[src/sv/crc32ta_pkg.sv]
// Shared types, constants and the byte-wise CRC-32 update for the trailer appender.
`timescale 1ns / 1ps
`default_nettype none

package crc32ta_pkg;

    localparam int unsigned BYTE_W        = 8;
    localparam int unsigned CRC_W         = 32;
    localparam int unsigned TRAILER_BYTES = CRC_W / BYTE_W;
    localparam int unsigned TRAIL_CNT_W   = $clog2(TRAILER_BYTES + 1);

    localparam logic [CRC_W-1:0] CRC_POLY   = 32'hEDB8_8320;
    localparam logic [CRC_W-1:0] CRC_PRESET = 32'hFFFF_FFFF;

    typedef struct packed {
        logic [BYTE_W-1:0] data;
        logic              last;
    } item_t;

    // Reflected CRC-32 update of one byte, one shift-and-reduce per bit.
    function automatic logic [CRC_W-1:0] crc_fold_byte(
        input logic [CRC_W-1:0]  crc,
        input logic [BYTE_W-1:0] data
    );
        logic [CRC_W-1:0] v;
        v = {{(CRC_W-BYTE_W){1'b0}}, crc[BYTE_W-1:0] ^ data};
        for (int k = 0; k < BYTE_W; k++)
        begin
            v = (v >> 1) ^ (v[0] ? CRC_POLY : '0);
        end
        return (crc >> BYTE_W) ^ v;
    endfunction

endpackage

`default_nettype wire

[src/sv/crc32ta_core.sv]
// CRC register, byte pass-through and trailer sequencer of the trailer appender.
`timescale 1ns / 1ps
`default_nettype none

module crc32ta_core
(
    input  wire logic                                clk,
    input  wire logic                                rst_n,
    input  wire logic                                in_valid,
    output logic                                     in_ready,
    input  wire logic [crc32ta_pkg::BYTE_W-1:0]      in_data,
    input  wire logic                                in_last,
    output logic                                     emit_valid,
    input  wire logic                                emit_ready,
    output crc32ta_pkg::item_t                       emit_item
);

    logic [crc32ta_pkg::CRC_W-1:0]       crc_reg;
    logic [crc32ta_pkg::CRC_W-1:0]       crc_next;
    logic [crc32ta_pkg::CRC_W-1:0]       trailer_reg;
    logic [crc32ta_pkg::TRAIL_CNT_W-1:0] trail_cnt_reg;
    logic                                trailing;
    logic                                in_fire;

    assign trailing = (trail_cnt_reg != '0);
    assign in_ready = !trailing && emit_ready;
    assign in_fire  = in_valid && in_ready;
    assign crc_next = crc32ta_pkg::crc_fold_byte(crc_reg, in_data);

    always_comb
    begin
        if (trailing)
        begin
            emit_valid     = 1'b1;
            emit_item.data = trailer_reg[crc32ta_pkg::BYTE_W-1:0];
            emit_item.last = (trail_cnt_reg == crc32ta_pkg::TRAIL_CNT_W'(1));
        end
        else
        begin
            emit_valid     = in_valid;
            emit_item.data = in_data;
            emit_item.last = 1'b0;
        end
    end

    always_ff @(posedge clk or negedge rst_n)
    begin
        if (!rst_n)
        begin
            crc_reg       <= crc32ta_pkg::CRC_PRESET;
            trail_cnt_reg <= '0;
        end
        else if (trailing)
        begin
            if (emit_ready)
            begin
                trail_cnt_reg <= trail_cnt_reg - crc32ta_pkg::TRAIL_CNT_W'(1);
            end
        end
        else if (in_fire)
        begin
            if (in_last)
            begin
                crc_reg       <= crc32ta_pkg::CRC_PRESET;
                trail_cnt_reg <= crc32ta_pkg::TRAIL_CNT_W'(crc32ta_pkg::TRAILER_BYTES);
            end
            else
            begin
                crc_reg <= crc_next;
            end
        end
    end

    always_ff @(posedge clk)
    begin
        if (in_fire && in_last)
        begin
            trailer_reg <= crc_next;
        end
        else if (trailing && emit_ready)
        begin
            trailer_reg <= trailer_reg >> crc32ta_pkg::BYTE_W;
        end
    end

    a_no_request_while_trailing: assert property (@(posedge clk) disable iff (!rst_n)
        trailing |-> !in_ready)
        else $error("Input request taken while the trailer is being sent.");

    a_last_starts_trailer: assert property (@(posedge clk) disable iff (!rst_n)
        (in_fire && in_last) |=>
            (trail_cnt_reg == crc32ta_pkg::TRAIL_CNT_W'(crc32ta_pkg::TRAILER_BYTES)))
        else $error("Trailer did not start after the last byte.");

    a_preset_during_trailer: assert property (@(posedge clk) disable iff (!rst_n)
        trailing |-> (crc_reg == crc32ta_pkg::CRC_PRESET))
        else $error("CRC register not preset while the trailer is sent.");

endmodule

`default_nettype wire

[src/sv/crc32ta_out_buf.sv]
// Two-entry output register with skid stage for the trailer appender.
`timescale 1ns / 1ps
`default_nettype none

module crc32ta_out_buf
(
    input  wire logic                               clk,
    input  wire logic                               rst_n,
    input  wire logic                               push_valid,
    output logic                                    push_ready,
    input  wire crc32ta_pkg::item_t                 push_item,
    output logic                                    out_valid,
    input  wire logic                               out_ready,
    output crc32ta_pkg::item_t                      out_item
);

    logic               out_valid_reg;
    logic               skid_valid_reg;
    crc32ta_pkg::item_t out_item_reg;
    crc32ta_pkg::item_t skid_item_reg;
    logic               push_fire;
    logic               out_free;

    assign push_ready = !skid_valid_reg;
    assign push_fire  = push_valid && push_ready;
    assign out_free   = !out_valid_reg || out_ready;
    assign out_valid  = out_valid_reg;
    assign out_item   = out_item_reg;

    always_ff @(posedge clk or negedge rst_n)
    begin
        if (!rst_n)
        begin
            out_valid_reg  <= 1'b0;
            skid_valid_reg <= 1'b0;
        end
        else if (out_free)
        begin
            if (skid_valid_reg)
            begin
                out_valid_reg  <= 1'b1;
                skid_valid_reg <= 1'b0;
            end
            else
            begin
                out_valid_reg <= push_fire;
            end
        end
        else if (push_fire)
        begin
            skid_valid_reg <= 1'b1;
        end
    end

    always_ff @(posedge clk)
    begin
        if (out_free)
        begin
            if (skid_valid_reg)
            begin
                out_item_reg <= skid_item_reg;
            end
            else if (push_fire)
            begin
                out_item_reg <= push_item;
            end
        end
        else if (push_fire)
        begin
            skid_item_reg <= push_item;
        end
    end

    a_skid_behind_output: assert property (@(posedge clk) disable iff (!rst_n)
        skid_valid_reg |-> out_valid_reg)
        else $error("Skid entry held while the output register is empty.");

endmodule

`default_nettype wire

[src/sv/crc32_trailer_appender.sv]
// Top level: passes bytes through and appends a four-byte reflected CRC-32 trailer without final XOR.
// An accepted byte is registered in the output entry, or in the skid entry while the output stalls.
// Throughput: one byte per cycle unless held off; a request marked last is followed by four trailer
// bytes, so an image of N bytes leaves as N + 4 output bytes on the single output port.
// Input is held off only while the trailer is sent or the skid stage is full.
// Reset: the CRC register is preset to all ones and both output entries are emptied.
`timescale 1ns / 1ps
`default_nettype none

module crc32_trailer_appender
(
    input  wire logic       clk,
    input  wire logic       rst_n,
    input  wire logic       s_axis_tvalid,
    output logic            s_axis_tready,
    input  wire logic [7:0] s_axis_tdata,   // [7:0] data_byte
    input  wire logic       s_axis_tlast,   // last_byte
    output logic            m_axis_tvalid,
    input  wire logic       m_axis_tready,
    output logic [7:0]      m_axis_tdata,   // [7:0] out_byte
    output logic            m_axis_tlast    // out_last
);

    logic               emit_valid;
    logic               emit_ready;
    crc32ta_pkg::item_t emit_item;
    crc32ta_pkg::item_t out_item;

    crc32ta_core u_core
    (
        .clk        (clk),
        .rst_n      (rst_n),
        .in_valid   (s_axis_tvalid),
        .in_ready   (s_axis_tready),
        .in_data    (s_axis_tdata),
        .in_last    (s_axis_tlast),
        .emit_valid (emit_valid),
        .emit_ready (emit_ready),
        .emit_item  (emit_item)
    );

    crc32ta_out_buf u_out_buf
    (
        .clk        (clk),
        .rst_n      (rst_n),
        .push_valid (emit_valid),
        .push_ready (emit_ready),
        .push_item  (emit_item),
        .out_valid  (m_axis_tvalid),
        .out_ready  (m_axis_tready),
        .out_item   (out_item)
    );

    assign m_axis_tdata = out_item.data;
    assign m_axis_tlast = out_item.last;

endmodule

`default_nettype wire
[config.mk]
export PLATFORM = sky130hd
export DESIGN_NAME = crc32_trailer_appender
export DESIGN_NICKNAME = d
export VERILOG_FILES = /design/src/sv/crc32ta_pkg.sv /design/src/sv/crc32ta_core.sv /design/src/sv/crc32ta_out_buf.sv /design/src/sv/crc32_trailer_appender.sv
export SDC_FILE = /design/constraint.sdc
export NUM_CORES = 1
export LEC_CHECK = 0
export BUFFER_PORTS_ARGS = -buffer_cell sky130_fd_sc_hd__buf_2
export CORE_UTILIZATION = 38
export CTS_CLUSTER_SIZE = 8
export DETAILED_ROUTE_END_ITERATION = 10
export GPL_TIMING_DRIVEN = 0
export PLACE_DENSITY = 0.63
export SETUP_SLACK_MARGIN = 0.1
export SYNTH_ARGS = -nofsm -noshare
export SYNTH_HDL_FRONTEND = slang
export SYNTH_HIERARCHICAL = 1
export SYNTH_SLANG_ARGS = --single-unit
[constraint.sdc]
create_clock -name clk -period 6.7 [get_ports clk]
set_input_delay 1.675 -clock clk [delete_from_list [all_inputs] [get_ports clk]]
set_output_delay 1.675 -clock clk [all_outputs]
set_load 0.05 [all_outputs]
==> flow_summary.ini, run 1 <==
[synthesis]
yosysSeqAreaShare = 0.554
ys_seq_elements = 87
synth_flop_cell = edfxtp_1
synth_nets = 330
syn_area_um2 = 4460
syn_inst = 317
synth.area.top_cells = edfxtp_1, dfstp_2, xnor3_1
postSynthAreaPerCell_um2 = 14.1
yosys_warnings = 6
synth_top_area_cell = edfxtp_1
synthArstFlopShare = 0.425
ys_types = 31
synth_top_area_share = 0.337
synth_edf_count = 50

[grt]
grt-ovfl-total = 0
grt_usage = 0.163
antenna_found_initial = 0
grt_pass1_wl_um = 14300
grt_pass1_vias = 2553
grt_max_degree = 38

[layout]
fin_cells = 499
diodes = 0
layout.nets = 364
final_layout_size_suffix_gt1_frac = 0.303
layout_commonest_cell = edfxtp_1
syn_to_final_growth_pct = 13.8
mostFrequentLayoutCells = edfxtp_1, nor2_1, dfstp_2
final_util = 0.444

[critical_path]
worstPathRequired_ps = 6570
crit-reg2reg-capture = u_core/trailer_reg[16]
worst-setup-path-type = in2reg
setup.worst_path.end_class = flip-flop
crit_path_start_kind = input pin
r2r_start = u_out_buf/skid_valid_reg
r2r_slack_ps = 3390
crit_arrival_ps = 3890
ff2ff_path_depth = 7
cp_max_fo = 32

[floorplan]
ios = 24
num_rows = 39
die_height_um = 110
core_um2 = 11400
dieArea_um2 = 12200
die_w_um = 110
start_util = 0.390

[timing]
layout_worst_path_cycle_share = 0.599
timing.fmax_mhz = 249
worst_slew_pin_slew_ps = 959
skew_ps = 9.24
drv_slew = 0
rsz0062_at_grt = no
setup_violations = 0
hold_ws_ps = 506
finalSetupTns_ps = 0
fin_crit_ps = 4020
hold_violations = 0
slew_headroom = 0.356

[clock_tree]
ctsResizeCount = 0
root_buffer = clkbuf_16
cts_tree = yes
clk-insertion-delay-late_ps = 340
h-tree-depth = 3
clockBufferDepth = 2
cts.sink_count = 87
post_cts_buffers = 0
clk_pin_slew_ps = 60
cts_buffers = 9
ctsHoldBuffers = 0

[route]
wirelength_um = 8950
drc = 0
vias = 2444
drt_iter0_markers = 155
drtPass1Iterations = 4
wl_per_cell_um = 17.9
via_per_inst = 4.90
ant_nets = 0

[placement]
io_buffers = 23
place.gp.congestion = 0.734
placedCellCount = 483
dp_hpwl_um = 5910

[worst_hold_path]
hold_path_class = reg2reg
min_path_cells = 2
min_from = u_core/crc_reg[29]
hold_end = u_core/crc_reg[29]

[job]
cap_violations = 0

[outcome]
outcome = finished, final reports clean
==> cells in the mapped netlist (3+ instances only) <==
| cell type | n |
|---|---|
| nor3b_1 | 3 |
| dfrtp_1 | 5 |
| o22a_1 | 8 |
| nand2b_1 | 4 |
| xnor2_1 | 24 |
| nor2_1 | 34 |
| nor2b_1 | 3 |
| xor3_1 | 8 |
| clkbuf_1 | 13 |
| xnor2_2 | 4 |
| nand2_1 | 18 |
| xor2_1 | 13 |
| xnor3_1 | 12 |
| mux2_2 | 17 |
| dfstp_2 | 32 |
| inv_1 | 3 |
| edfxtp_1 | 50 |
| xnor2_4 | 3 |
| mux2_4 | 8 |
| o21ai_0 | 17 |
| a21oi_1 | 24 |
==> area by class of cell <==
class,instances,area (um^2)
plain buffers,16,76.3
clock buffers,10,229
clock inverters,6,85.1
fillers,1045,6350
inverters,3,11.3
multi-input cells,211,1910
flip-flops and latches,87,2470
well taps,143,179
repair buffers,23,115
==> kinds of logic (layout without fill, tap and decap cells) <==
family | after synthesis | after routing | share of synthesized area
DFF | 87 | 87 | 0.554
AOI/OAI and AO/OA | 51 | 51 | 0.0640
buffers and inverters | 19 | 58 | 0.0197
muxes | 26 | 26 | 0.0722
xor gates and xnor gates | 67 | 67 | 0.225
and+or+nand+nor | 67 | 67 | 0.0651
==> routing by layer <==
metal | global-route usage | vias up | routed length, um
met1 | 0.204 | 1213 | 3900
li1 | - | 1178 | -
met3 | 0.0247 | 7 | 391
met4 | 0.0648 | 0 | 89
met2 | 0.283 | 46 | 4580
met5 | 0 | - | 0
==> stage by stage <==
stage,worst slack (ps),cell area (um^2)
6_report,2680,5070
5_1_grt,2570,5070
4_1_cts,2700,5070
3_5_place_dp,2350,4750
3_3_place_gp,1900,4750
2_1_floorplan,3060,4460
==> worst max-delay path by stage <==
stage,to,slack [ps],cells after the start,start
6_report,u_core/trailer_reg[16],2680,6,s_axis_tvalid
5_1_grt,u_core/trailer_reg[28],2570,6,s_axis_tvalid
4_1_cts,u_core/trailer_reg[28],2700,6,s_axis_tvalid
3_5_place_dp,u_core/trailer_reg[27],2350,6,s_axis_tvalid
3_3_place_gp,u_core/trailer_reg[26],1900,6,s_axis_tvalid
2_1_floorplan,u_core/trailer_reg[0],3060,5,s_axis_tvalid
==> worst max-delay path, cell delays in order <==
cell and delay [ps]:
buf_2 110, nor2b_1 140, nand3_1 210, clkbuf_1 500, clkbuf_1 560, nand2_2 680
Power of run 1 is not shown: default switching activity piles up to over one toggle a cycle in this logic, so the estimate is an artifact.
==> inputs of run 2 (changes only) <==
Settings changed: ABC_AREA set to 1.
Clock period 6.7 ns to 4.16 ns, I/O delays scaled along.
==> run 2 against run 1 <==
The run now ends with DRC left; critical path depth down 1; worst hold slack improved by 1.3 ps; sequential cell count unchanged; wire length increased by 16%; final area up 1.5%; clock-buffer cell count grew 1; cell count is 40% higher; clock skew shrank 2.9 ps; die area up 2.2%; synthesized area rose by 2.2%.
==> flow_summary.ini, run 2 <==
[route]
drtPass1Iterations = 8
ant_nets = 0
drt_iter0_markers = 314
wl_per_cell_um = 14.8
drc = 7
vias = 3450
wirelength_um = 10400
via_per_inst = 4.94

[grt]
antenna_found_initial = 0
grt_usage = 0.179
grt_pass1_vias = 3476
grt_pass1_wl_um = 17100
grt_max_degree = 38
grt-ovfl-total = 0

[timing]
skew_ps = 6.39
rsz0062_at_grt = no
fin_crit_ps = 2570
finalSetupTns_ps = 0
setup_slack_ps = 1590
worst_slew_pin_slew_ps = 909
setup_violations = 0
timing.fmax_mhz = 390
drv_slew = 0
layout_worst_path_cycle_share = 0.617
slew_headroom = 0.394
hold_violations = 0

[clock_tree]
root_buffer = clkbuf_16
h-tree-depth = 3
cts_buffers = 9
clk-insertion-delay-late_ps = 340
clockBufferDepth = 2
ctsResizeCount = 0
post_cts_buffers = 0
clk_pin_slew_ps = 60
cts_tree = yes
cts.sink_count = 87
ctsHoldBuffers = 0

[floorplan]
ios = 24
die_height_um = 111
dieArea_um2 = 12400
die_w_um = 111
core_um2 = 11600
num_rows = 39
start_util = 0.394

[synthesis]
syn_area_um2 = 4560
synth_flop_cell = edfxtp_1
yosysMostFrequentCell = nand2_1
yosys_warnings = 6
yosysSeqAreaShare = 0.542
syn_inst = 516
synth_edf_count = 50
synth_nets = 529
synth.area.top_cells = edfxtp_1, dfstp_2, nand2_1
synth_top_area_cell = edfxtp_1
ys_types = 30
synth_top_area_share = 0.330
postSynthAreaPerCell_um2 = 8.83
synthArstFlopShare = 0.425
synth_commonest_cells = nand2_1, edfxtp_1, inv_1
ys_seq_elements = 87

[critical_path]
worst-setup-path-type = reg2out
r2r_start = u_core/trail_cnt_reg[1]
r2r_slack_ps = 1800
crit_arrival_ps = 1530
crit_path_end = s_axis_tready
crit-reg2reg-capture = u_core/trailer_reg[22]
setup.worst_path.end_class = primary output
worstPathRequired_ps = 3120
cp_max_fo = 3
crit_path_start_kind = flip-flop
crit_start = u_core/trail_cnt_reg[1]
ff2ff_path_depth = 8

[outcome]
outcome = finished with violations
violations = DRC

[placement]
place.gp.congestion = 0.838
io_buffers = 23
dp_worst_setup_slack_ps = 1070
dp_hpwl_um = 7290

[layout]
syn_to_final_growth_pct = 13.0
layout.nets = 563
mostFrequentLayoutCells = nand2_1, edfxtp_1, inv_1
fill_cells = 1124
diodes = 0
layout_commonest_cell = nand2_1
final_layout_size_suffix_gt1_frac = 0.168

[pwr]
power.density_nw_per_um2 = 883
ir_worst_vdd_uv = 350
p_leak_nw = 2.46

[worst_hold_path]
hold_path_class = reg2reg
min_from = u_core/trail_cnt_reg[0]

[job]
cap_violations = 0
## run 2: cell count changes after synthesis, moves of 8 or more
cell,before,now
xor3_1,8,0
mux2_4,8,0
o22a_1,8,0
o21ai_1,2,16
nand3_1,1,24
nor2_1,34,18
nand2_1,18,201
xnor3_1,12,0
a22oi_1,0,12
xnor2_1,24,7
clkbuf_1,13,5
mux2_2,17,0
inv_1,3,46
xor2_1,13,34
## run 2: kinds of logic after synthesis
logic type,share of synthesized area
compound gates,0.0843
xor+xnor,0.0824
buf+inv,0.0621
flops,0.542
simple gates,0.230
## run 2: per-stage QoR
stage,util,hold WS [ps],power (W),cell area [um^2],std cells
after CTS,0.445,511,0.00456,5150,698
final,0.445,507,0.00454,5150,698
after global routing,0.445,514,0.00489,5150,698
after floorplan,-,471,0.00325,4560,516
after detailed placement,0.419,500,0.00374,4850,682
after global placement,0.419,485,0.00368,4850,682
## run 2: how the worst min path moves through the flow
| stage | end | slack, ps | cells past startpoint |
|---|---|---|---|
| after floorplan | u_core/trail_cnt_reg[1] | 470 | 2 |
| after global placement | u_core/trail_cnt_reg[1] | 480 | 2 |
| after detailed placement | u_core/crc_reg[13] | 500 | 1 |
| after CTS | u_core/crc_reg[31] | 510 | 2 |
| after global routing | u_core/crc_reg[13] | 510 | 1 |
| final | u_core/trail_cnt_reg[0] | 510 | 1 |
## run 2: area by class of cell
cell class / instances / area, um^2 / area share
timing repair buffer: 23 / 115 / 0.0224
sequential: 87 / 2470 / 0.479
clock inverter: 5 / 56.3 / 0.0109
clock buffer: 11 / 243 / 0.0471
inverter: 49 / 186 / 0.0362
buffer: 15 / 96.3 / 0.0187
tap: 143 / 179 / 0.0348
multi-input combinational: 365 / 1810 / 0.351
## run 2: critical path, stage by stage (launching register included)
cell     delay (ps)
dfrtp_1         390
or2_1           240
nor2_1          110
inv_2            60
nor2_4          110
buf_2           280
## run 2: metal layers
metal	part of all wire	track usage	vias to the layer above
met5	0	0	-
met4	0.018	0.0631	0
met2	0.47	0.296	118
li1	-	-	1729
met1	0.45	0.233	1589
met3	0.063	0.0359	14
## run 2: where the power goes
group	leakage (nW)	total (W)	switching, W	internal, W
combinational	1.43	0.00207	0.00142	0.000650
sequential	0.886	0.00168	0.000156	0.00152
clock	0.144	0.000802	0.000321	0.000481
Note: power is estimated with default switching activity, not from simulation.
==> inputs of run 3 (changes only) <==
Clock period 4.16 ns to 2.7 ns, I/O delays scaled along.
==> run 3 against run 2 <==
Largest power group unchanged; wire length grew 1.6%; non-clock buffer count grew 3; highest routed layer unchanged; the run still ends with DRC left; utilization grew 0.29 points; combinational power grew 57%; critical path type is now reg2reg.
==> flow_summary.ini, run 3 (synthesis gave the netlist of run 2 again) <==
[critical_path]
crit-reg2reg-capture = u_core/trailer_reg[25]
crit_buf_inv = 4
r2r_slack_ps = 430
crit_arrival_ps = 2340
cp_max_fo = 17
ff2ff_path_depth = 7
cp_slowest_cell = a21oi_1
max_stage_delay_ps = 550
worstPathRequired_ps = 2770
path_delay_family = buffers and inverters
setup.worst_path.end_class = flip-flop
r2r_start = u_core/trail_cnt_reg[1]
worst-setup-path-type = reg2reg
crit_chain = or2_1 > nor2_1 > inv_2 > clkbuf_1 > a21oi_1 > clkinvlp_4 > buf_4
crit_path_start_kind = flip-flop

[layout]
mostFrequentLayoutCells = nand2_1, edfxtp_1, inv_1
final_layout_size_suffix_gt1_frac = 0.174
seq_area_um2 = 2470
syn_to_final_growth_pct = 13.8
fill_cells = 1122
layout.nets = 567
fin_cells = 702
multi_input_area_um2 = 1810
diodes = 0
layout_commonest_cell = nand2_1

[timing]
slew_headroom = 0.393
hold_ws_ps = 485
layout_worst_path_cycle_share = 0.840
setup_violations = 0
fin_crit_ps = 2270
finalSetupTns_ps = 0
worst_slew_pin_slew_ps = 911
timing.fmax_mhz = 441
drv_slew = 0
rsz0062_at_grt = no
setup_slack_ps = 431
skew_ps = 5.47
hold_violations = 0

[clock_tree]
clockBufferDepth = 2
cts_tree = yes
root_buffer = clkbuf_16
h-tree-depth = 3
cts_buffers = 9
ctsHoldBuffers = 0
clk_pin_slew_ps = 60
cts.sink_count = 87
clk-insertion-delay-late_ps = 330

[floorplan]
core_um2 = 11600
start_util = 0.394
ios = 24
die_w_um = 111
num_rows = 39
die_height_um = 111
dieArea_um2 = 12400

[worst_hold_path]
hold_path_class = in2async

[placement]
placedCellCount = 682
dp_hpwl_um = 7290
io_buffers = 23
dp_worst_setup_slack_ps = -147
place.gp.congestion = 0.838

[route]
drc = 7
wirelength_um = 10500
wl_per_cell_um = 15.0
drt_iter0_markers = 272
drtPass1Iterations = 7
vias = 3495
via_per_inst = 4.98
ant_nets = 0

[grt]
antenna_found_initial = 0
grt-ovfl-total = 0
grt_pass1_vias = 3490
grt_usage = 0.181
grt_pass1_wl_um = 17300
grt_max_degree = 38

[pwr]
ir_worst_vdd_uv = 538
power.density_nw_per_um2 = 1360
p_leak_nw = 2.47

[outcome]
outcome = finished with violations
violations = DRC

[job]
cap_violations = 0
==> run 3: cell count changes in the layout (fill, tap and decap cells not counted) <==
cell / change
buf_4: +3
clkinvlp_4: +2
inv_2: -1
==> run 3: cell type report <==
| class | instances | share of cell area |
|---|---|---|
| inverter | 49 | 0.0367 |
| multi-input combinational | 365 | 0.348 |
| tap | 143 | 0.0345 |
| clock buffer | 11 | 0.0468 |
| clock inverter | 5 | 0.0109 |
| timing repair buffer | 26 | 0.0266 |
| timing repair inverter | 1 | 0.00145 |
| buffer | 15 | 0.0186 |
| sequential | 87 | 0.476 |
==> run 3: stage by stage <==
| step | instance area [um^2] | power [W] | utilization |
|---|---|---|---|
| floorplan | 4560 | 0.00501 | - |
| global placement | 4850 | 0.00567 | 0.419 |
| detailed placement | 4850 | 0.00576 | 0.419 |
| CTS | 5160 | 0.00704 | 0.446 |
| global route | 5180 | 0.00759 | 0.448 |
| finish | 5180 | 0.00705 | 0.448 |
==> run 3: power breakdown <==
part           internal [W]  switching [W]  total, W  leakage, nW
logic               0.00104        0.00221   0.00324         1.44
clock network      0.000741       0.000493   0.00123        0.144
registers           0.00234       0.000240   0.00258        0.886
==> run 3: metal layers <==
layer | vias to the layer above | wire, um | global-route usage
met2 | 98 | 5000 | 0.304
met5 | - | 0 | 0
met4 | 0 | 177 | 0.0649
met1 | 1645 | 4760 | 0.232
met3 | 12 | 595 | 0.0365
li1 | 1740 | - | -
==> run 3: worst max path at each step <==
stage / from / endpoint / slack (ps) / cells after the start
after global placement: u_core/trail_cnt_reg[0] / u_core/trailer_reg[22] / -90 / 8
after global routing: u_core/trail_cnt_reg[0] / u_core/trailer_reg[22] / 300 / 7
after floorplan: u_core/trail_cnt_reg[0] / u_core/trailer_reg[0] / 190 / 8
final: u_core/trail_cnt_reg[1] / u_core/trailer_reg[25] / 430 / 7
after CTS: u_core/trail_cnt_reg[1] / u_core/trailer_reg[22] / 70 / 6
after detailed placement: u_core/trail_cnt_reg[1] / u_core/trailer_reg[30] / -150 / 8
==> run 3: what timing repair did <==
item | 4_1_cts | 5_1_grt
gates cloned | 1 | 0
setup buffers | 0 | 3
endpoints found under the setup margin | 33 | 33
gates resized for setup | 2 | 0
